[config.mk]
export PLATFORM = sky130hd
export DESIGN_NAME = lbg_cfg
export DESIGN_NICKNAME = d
export VERILOG_FILES = /design/src/hw/rtl/lbg_pkg.sv /design/src/hw/rtl/lbg_cfg.sv
export SDC_FILE = /design/constraint.sdc
export NUM_CORES = 1
export LEC_CHECK = 0
export BUFFER_PORTS_ARGS = -buffer_cell sky130_fd_sc_hd__buf_4
export CELL_PAD_IN_SITES_DETAIL_PLACEMENT = 0
export CELL_PAD_IN_SITES_GLOBAL_PLACEMENT = 1
export CORE_ASPECT_RATIO = 0.8
export CORE_MARGIN = 2
export CORE_UTILIZATION = 39
export CTS_CLUSTER_SIZE = 8
export DETAILED_ROUTE_END_ITERATION = 12
export GPL_TIMING_DRIVEN = 1
export PLACE_DENSITY_LB_ADDON = 0.1
export SLEW_MARGIN = 0
export SYNTH_ARGS = -nofsm -noshare
export SYNTH_HDL_FRONTEND = slang
export SYNTH_SLANG_ARGS = --single-unit
[constraint.sdc]
create_clock -name clk -period 1 [get_ports clk]
set_input_delay 0 -clock clk [delete_from_list [all_inputs] [get_ports clk]]
set_output_delay 0 -clock clk [all_outputs]
set_load 0.01 [all_outputs]
[src/hw/rtl/lbg_pkg.sv]
// ----------------------------------------------------------------------------
// lbg_pkg: shared types, constants and channel math for the LED blend block
// Holds the item and result payloads, the register map and the per-channel
// blend and gain functions.
// ----------------------------------------------------------------------------
package lbg_pkg;

	// Default number of LEDs held in the colour store
	localparam int LED_COUNT_DEF = 256;

	// Configuration port geometry
	localparam int CFG_IW = 3;
	localparam int CFG_DW = 10;

	// Register indexes
	localparam logic [CFG_IW-1:0] REG_BLEND_WEIGHT    = 3'd0;
	localparam logic [CFG_IW-1:0] REG_RED_GAIN        = 3'd1;
	localparam logic [CFG_IW-1:0] REG_GREEN_GAIN      = 3'd2;
	localparam logic [CFG_IW-1:0] REG_BLUE_GAIN       = 3'd3;
	localparam logic [CFG_IW-1:0] REG_BLACK_THRESHOLD = 3'd4;

	// Item function codes
	localparam logic FUNC_UPDATE = 1'b0;
	localparam logic FUNC_LOAD   = 1'b1;

	// Full-scale blend weight (1.0) and unity gain
	localparam logic [8:0] BLEND_ONE = 9'd256;
	localparam logic [9:0] GAIN_ONE  = 10'd256;

	typedef struct packed {
		logic        func;
		logic [11:0] led_index;
		logic [7:0]  target_red;
		logic [7:0]  target_green;
		logic [7:0]  target_blue;
		logic [7:0]  gamma_slot;
		logic [7:0]  gamma_value;
	} item_t;

	typedef struct packed {
		logic [11:0] out_index;
		logic [7:0]  out_red;
		logic [7:0]  out_green;
		logic [7:0]  out_blue;
	} result_t;

	typedef struct packed {
		logic [8:0] blend_weight;
		logic [9:0] red_gain;
		logic [9:0] green_gain;
		logic [9:0] blue_gain;
		logic [7:0] black_threshold;
	} cfg_t;

	typedef enum logic [2:0] {
		ST_CLEAR,
		ST_IDLE,
		ST_BLEND,
		ST_GAIN,
		ST_GAMMA
	} state_t;

	// Move one channel toward its target by w/256, rounding toward minus infinity
	function automatic logic [7:0] blend_chan(logic [7:0] cur, logic [7:0] tgt,
			logic [8:0] w);
		logic [7:0]  diff;
		logic [17:0] prod;
		logic [7:0]  step;
		logic [7:0]  res;
		if (tgt >= cur) begin
			diff = tgt - cur;
			prod = 18'(diff) * 18'(w);
			step = prod[15:8];
			res  = cur + step;
		end else begin
			diff = cur - tgt;
			prod = 18'(diff) * 18'(w) + 18'd255;
			step = prod[15:8];
			res  = cur - step;
		end
		return res;
	endfunction

	// Apply a Q2.8 gain and saturate to 8 bits
	function automatic logic [7:0] gain_chan(logic [7:0] b, logic [9:0] gain);
		logic [17:0] prod;
		logic [9:0]  hi;
		prod = 18'(b) * 18'(gain);
		hi   = prod[17:8];
		return (hi > 10'd255) ? 8'hFF : hi[7:0];
	endfunction

endpackage

[src/hw/rtl/lbg_cfg.sv]
// ----------------------------------------------------------------------------
// lbg_cfg: configuration register bank
// Decodes the write port into the blend, gain and threshold registers.
// ----------------------------------------------------------------------------
module lbg_cfg (
	input  logic                      clk,
	input  logic                      arst_n,
	input  logic                      cfg_we,
	input  logic [lbg_pkg::CFG_IW-1:0] cfg_index,
	input  logic [lbg_pkg::CFG_DW-1:0] cfg_wdata,
	output lbg_pkg::cfg_t             cfg
);

	lbg_pkg::cfg_t cfg_q;

	// Take one register write per enabled edge; unknown indexes drop
	always_ff @(posedge clk or negedge arst_n) begin
		if (!arst_n) begin
			cfg_q.blend_weight    <= lbg_pkg::BLEND_ONE;
			cfg_q.red_gain        <= lbg_pkg::GAIN_ONE;
			cfg_q.green_gain      <= lbg_pkg::GAIN_ONE;
			cfg_q.blue_gain       <= lbg_pkg::GAIN_ONE;
			cfg_q.black_threshold <= 8'd0;
		end else if (cfg_we) begin
			case (cfg_index)
				lbg_pkg::REG_BLEND_WEIGHT:    cfg_q.blend_weight    <= cfg_wdata[8:0];
				lbg_pkg::REG_RED_GAIN:        cfg_q.red_gain        <= cfg_wdata[9:0];
				lbg_pkg::REG_GREEN_GAIN:      cfg_q.green_gain      <= cfg_wdata[9:0];
				lbg_pkg::REG_BLUE_GAIN:       cfg_q.blue_gain       <= cfg_wdata[9:0];
				lbg_pkg::REG_BLACK_THRESHOLD: cfg_q.black_threshold <= cfg_wdata[7:0];
				default: ;
			endcase
		end
	end

	assign cfg = cfg_q;

endmodule

==> results.txt <==
----------------------------------------------------
[Route]
  Total met2 wirelength after detailed routing ... 1.83 mm
  Top metal layer carrying routed signals ... met4
  DRC viols ... 0
  Wire length per cell ... 15.1 um
  Detailed-route vias per instance ... 4.71
  Met3 WL ... 223 um
  Total wire length ... roughly 3.8 mm
  Total number of vias ... roughly 1200
  Count of nets left with antenna violations after detail routing ... 0
  Met1 wire length ... roughly 1.7 mm
  DRT Pass-1 Iters ... 2
  First-iteration detailed-routing DRC count ... 30

[Finish]
  Non-Filler Cell Area, Final ... ~0.0026 mm2
  Final design utilization ... 0.581
  Final #Nets ... 205
  Number of flip-flops in the largest register ... 47
  Ant. Diodes ... 0
  Combined area of the multi-input logic cells ... slightly above 600 um2
  Fill count ... 392
  Register Area ... around 0.0012 mm2
  Area overhead of the layout relative to synthesis ... 45.9%
  Share of final-layout standard cells stronger than drive strength 1 ... 0.705

[Floorplanning]
  Area inside the core boundary ... roughly 0.0045 mm2
  FP Rows ... 22
  Top Ports ... 63
  Initial core utilization ... 0.398
  Die Width ... about 80 um
  Overall die area ... 0.00517 mm2
  Vertical die dimension ... about 65 um

[STA]
  Final Setup Violations ... 0
  Final count of hold timing violations ... 0
  Period Utilization, post-route ... 0.941
  Max frequency ... 1060 MHz
  RSZ-0062 raised after global routing ... no
  Relative slew slack ... 0.611
  Clk_skew ... 0 ns
  PnR worst setup slack ... 0.0588 ns
  Transition time at the pin with the least slew margin ... between 0.5 and 0.6 ns
  Hold_ws ... 0.255 ns
  Number of slew-limit violations in the final report ... 0
  Clock period minus worst slack ... between 0.9 and 1 ns

[Yosys]
  Compound-Gate Fraction of Synth Area ... 0
  Post-synthesis sequential area ratio ... 0.657
  Number of flip-flops and latches in the synthesized netlist ... 47
  Synthesized area per cell ... between 15 and 20 um2
  Syn. warnings ... 0
  Share of the synthesized area in the top cell type ... 0.598
  Dominant combinational cell family by area after synthesis ... multiplexers
  Cell accounting for the most synthesized area ... dfrtp_1
  Number of instances in the synthesized netlist ... 103
  Distinct cell type count after synthesis ... 8
  Post-synthesis share of cell area spent on xor and xnor gates ... 0
  Post-synthesis instance area ... 0.00180 mm2
  Cells taking the most area after synthesis ... dfrtp_1 (60%), mux2_2 (29%), dfstp_2 (5.8%)
  Basic-gate share of the synthesized area counting and, or, nand and nor cells ... 0.0376
  Number of nets in the synthesized netlist ... between 100 and 150
  Mux cell area share after synthesis ... 0.294
  Adder-cell share of the synthesized area ... 0

[Pwr]
  Net Sw Frac ... 0.266
  Max VDD drop ... between 0.9 and 1 mV
  Leak ... between 1 and 1.5 nW
  Combinational group share of total power ... 0.284
  Int Power ... around 0.0038 W
  Power share of the clock group ... 0.219
  P_sw ... approximately 0.0014 W
  Part of the total power dissipated in sequential elements ... 0.496
  Total chip power ... approximately 0.0052 W
  P per Cell Area ... 1980 mW/mm2

[Clocking]
  Clock network latency to the later pin of the worst-skew pair ... 0.28 ns
  Number of clock sinks ... 47
  Post-CTS Repair Setup Buffers ... 0
  Cell at the root of the clock tree ... clkbuf_8
  Maximum count of clock buffers along a single path ... 2
  Number of H-tree levels ... 2
  Clock transition time at the flip-flop clock pins of the worst setup and hold paths ... roughly 0.080 ns
  Total clock buffers created by CTS ... 5
  Clock tree from TritonCTS ... built

[Critical path]
  Stage delay of the slowest cell on the critical path ... approximately 0.54 ns
  Startpoint type of the worst setup path ... flip-flop
  Critical Path Sink Type ... output pin
  Register-to-register setup slack ... 0.23 ns
  Crit path max-delay family ... flip-flops
  CP max-delay cell ... dfstp_2
  Critical path fanouts, max ... 2
  R2R Path End ... cfg[8]
  Signal arrival time at the worst endpoint ... between 0.9 and 1 ns
  Critical path, cell by cell ... buf_4
  CP Data Required Time ... 1.00 ns
  Critical R2R Launch ... cfg[8]
  Buffers & Inverters on Critical Path ... 1
  Type of the worst setup path ... reg2out
  Worst R2R Path Depth ... 1

[Min path]
  Class of the tightest hold or removal check ... in2reg
  Worst hold endpoint ... cfg[43]
  Hold path startpoint ... cfg_index[0]
  WHS Path Cells ... 4

[Global routing]
  Total GRT Usage ... 0.160
  First-pass GRT wire length ... between 6 and 7 mm
  Overflow left after global routing ... 0
  Antenna violations before repair ... 0
  Via count of the first global-routing pass ... ~1200
  Largest net degree at the start of global routing ... between 40 and 50

[Placement]
  Routability cong. ... 0.687
  Port Buffer Count ... slightly above 60
  Setup slack at placement ... -0.135 ns
  HPWL after detailed placement ... 2.77 mm
  Cell area after placement ... about 0.0024 mm2

[Flow run]
  Max-capacitance violation count ... 0

[Run status]
  Run status ... completed

----------------------------------------------------
-- kinds of logic (layout without fill, tap and decap cells) --
group,Yosys count,after routing
multiplexers,47,47
flip-flops,47,47
AND/OR/NAND/NOR,5,5
buffers and inverters,4,91
-- worst max-delay path by stage --
stage                      start      end  slack [ns]  cells after the start
floorplan           cfg_index[0]  cfg[38]        0.01                      2
global placement    cfg_index[1]  cfg[32]       -0.11                      4
detailed placement  cfg_index[1]  cfg[30]       -0.14                      4
CTS                      cfg[36]  cfg[36]        0.04                      1
global route             cfg[16]  cfg[16]        0.02                      1
finish                   cfg[36]  cfg[36]        0.06                      1
-- through the flow --
stage	instances	TNS, ns
after CTS	250	0
after floorplan	103	0
final	250	0
after global placement	231	-2.70
after global routing	250	0
after detailed placement	231	-3.19
-- final cells by class --
cell class / instances / area share
multi-input combinational: 52 / 0.233
clock buffer: 7 / 0.0329
clock inverter: 1 / 0.00191
tap: 60 / 0.0286
sequential: 47 / 0.450
timing repair buffer: 83 / 0.253
-- what timing repair did --
action,4_1_cts,5_1_grt
resized for setup,0,0
endpoints found under the hold margin,90,0
hold buffers,11,0
-- power groups by stage --
stage                     clock [W]  sequential, W  combinational [W]
after global routing        0.00129        0.00263            0.00160
after detailed placement          0        0.00261            0.00147
final                       0.00114        0.00257            0.00147
after floorplan                   0        0.00278           0.000401
after global placement            0        0.00259            0.00144
after CTS                   0.00117        0.00258            0.00150
-- metal layers --
metal  global-route usage  up-vias
li1                     -      548
met4               0.0508        0
met5                    0        -
met1                0.224      591
met3               0.0460        5
met2                0.240       34
-- cell usage after synthesis (all sizes together) --
| cell type | n |
|---|---|
| nand4b | 1 |
| dfstp | 4 |
| dfrtp | 43 |
| nor4b | 1 |
| mux2 | 47 |
| buf | 4 |
| nor4bb | 1 |
| and4bb | 2 |
-- cells in the final DEF, fill, tap and decap left out --
| cell type | n |
|---|---|
| buf_4 | 71 |
| mux2_2 | 47 |
| dfrtp_1 | 43 |
| dlygate4sd3_1 | 11 |
| clkbuf_8 | 6 |
| dfstp_2 | 4 |
| and4bb_2 | 2 |
| nor4bb_4 | 1 |
| nand4b_1 | 1 |
| nor4b_4 | 1 |
| clkbuf_1 | 1 |
| clkinv_2 | 1 |
| buf_12 | 1 |
Power figures use the tool's default switching activity.
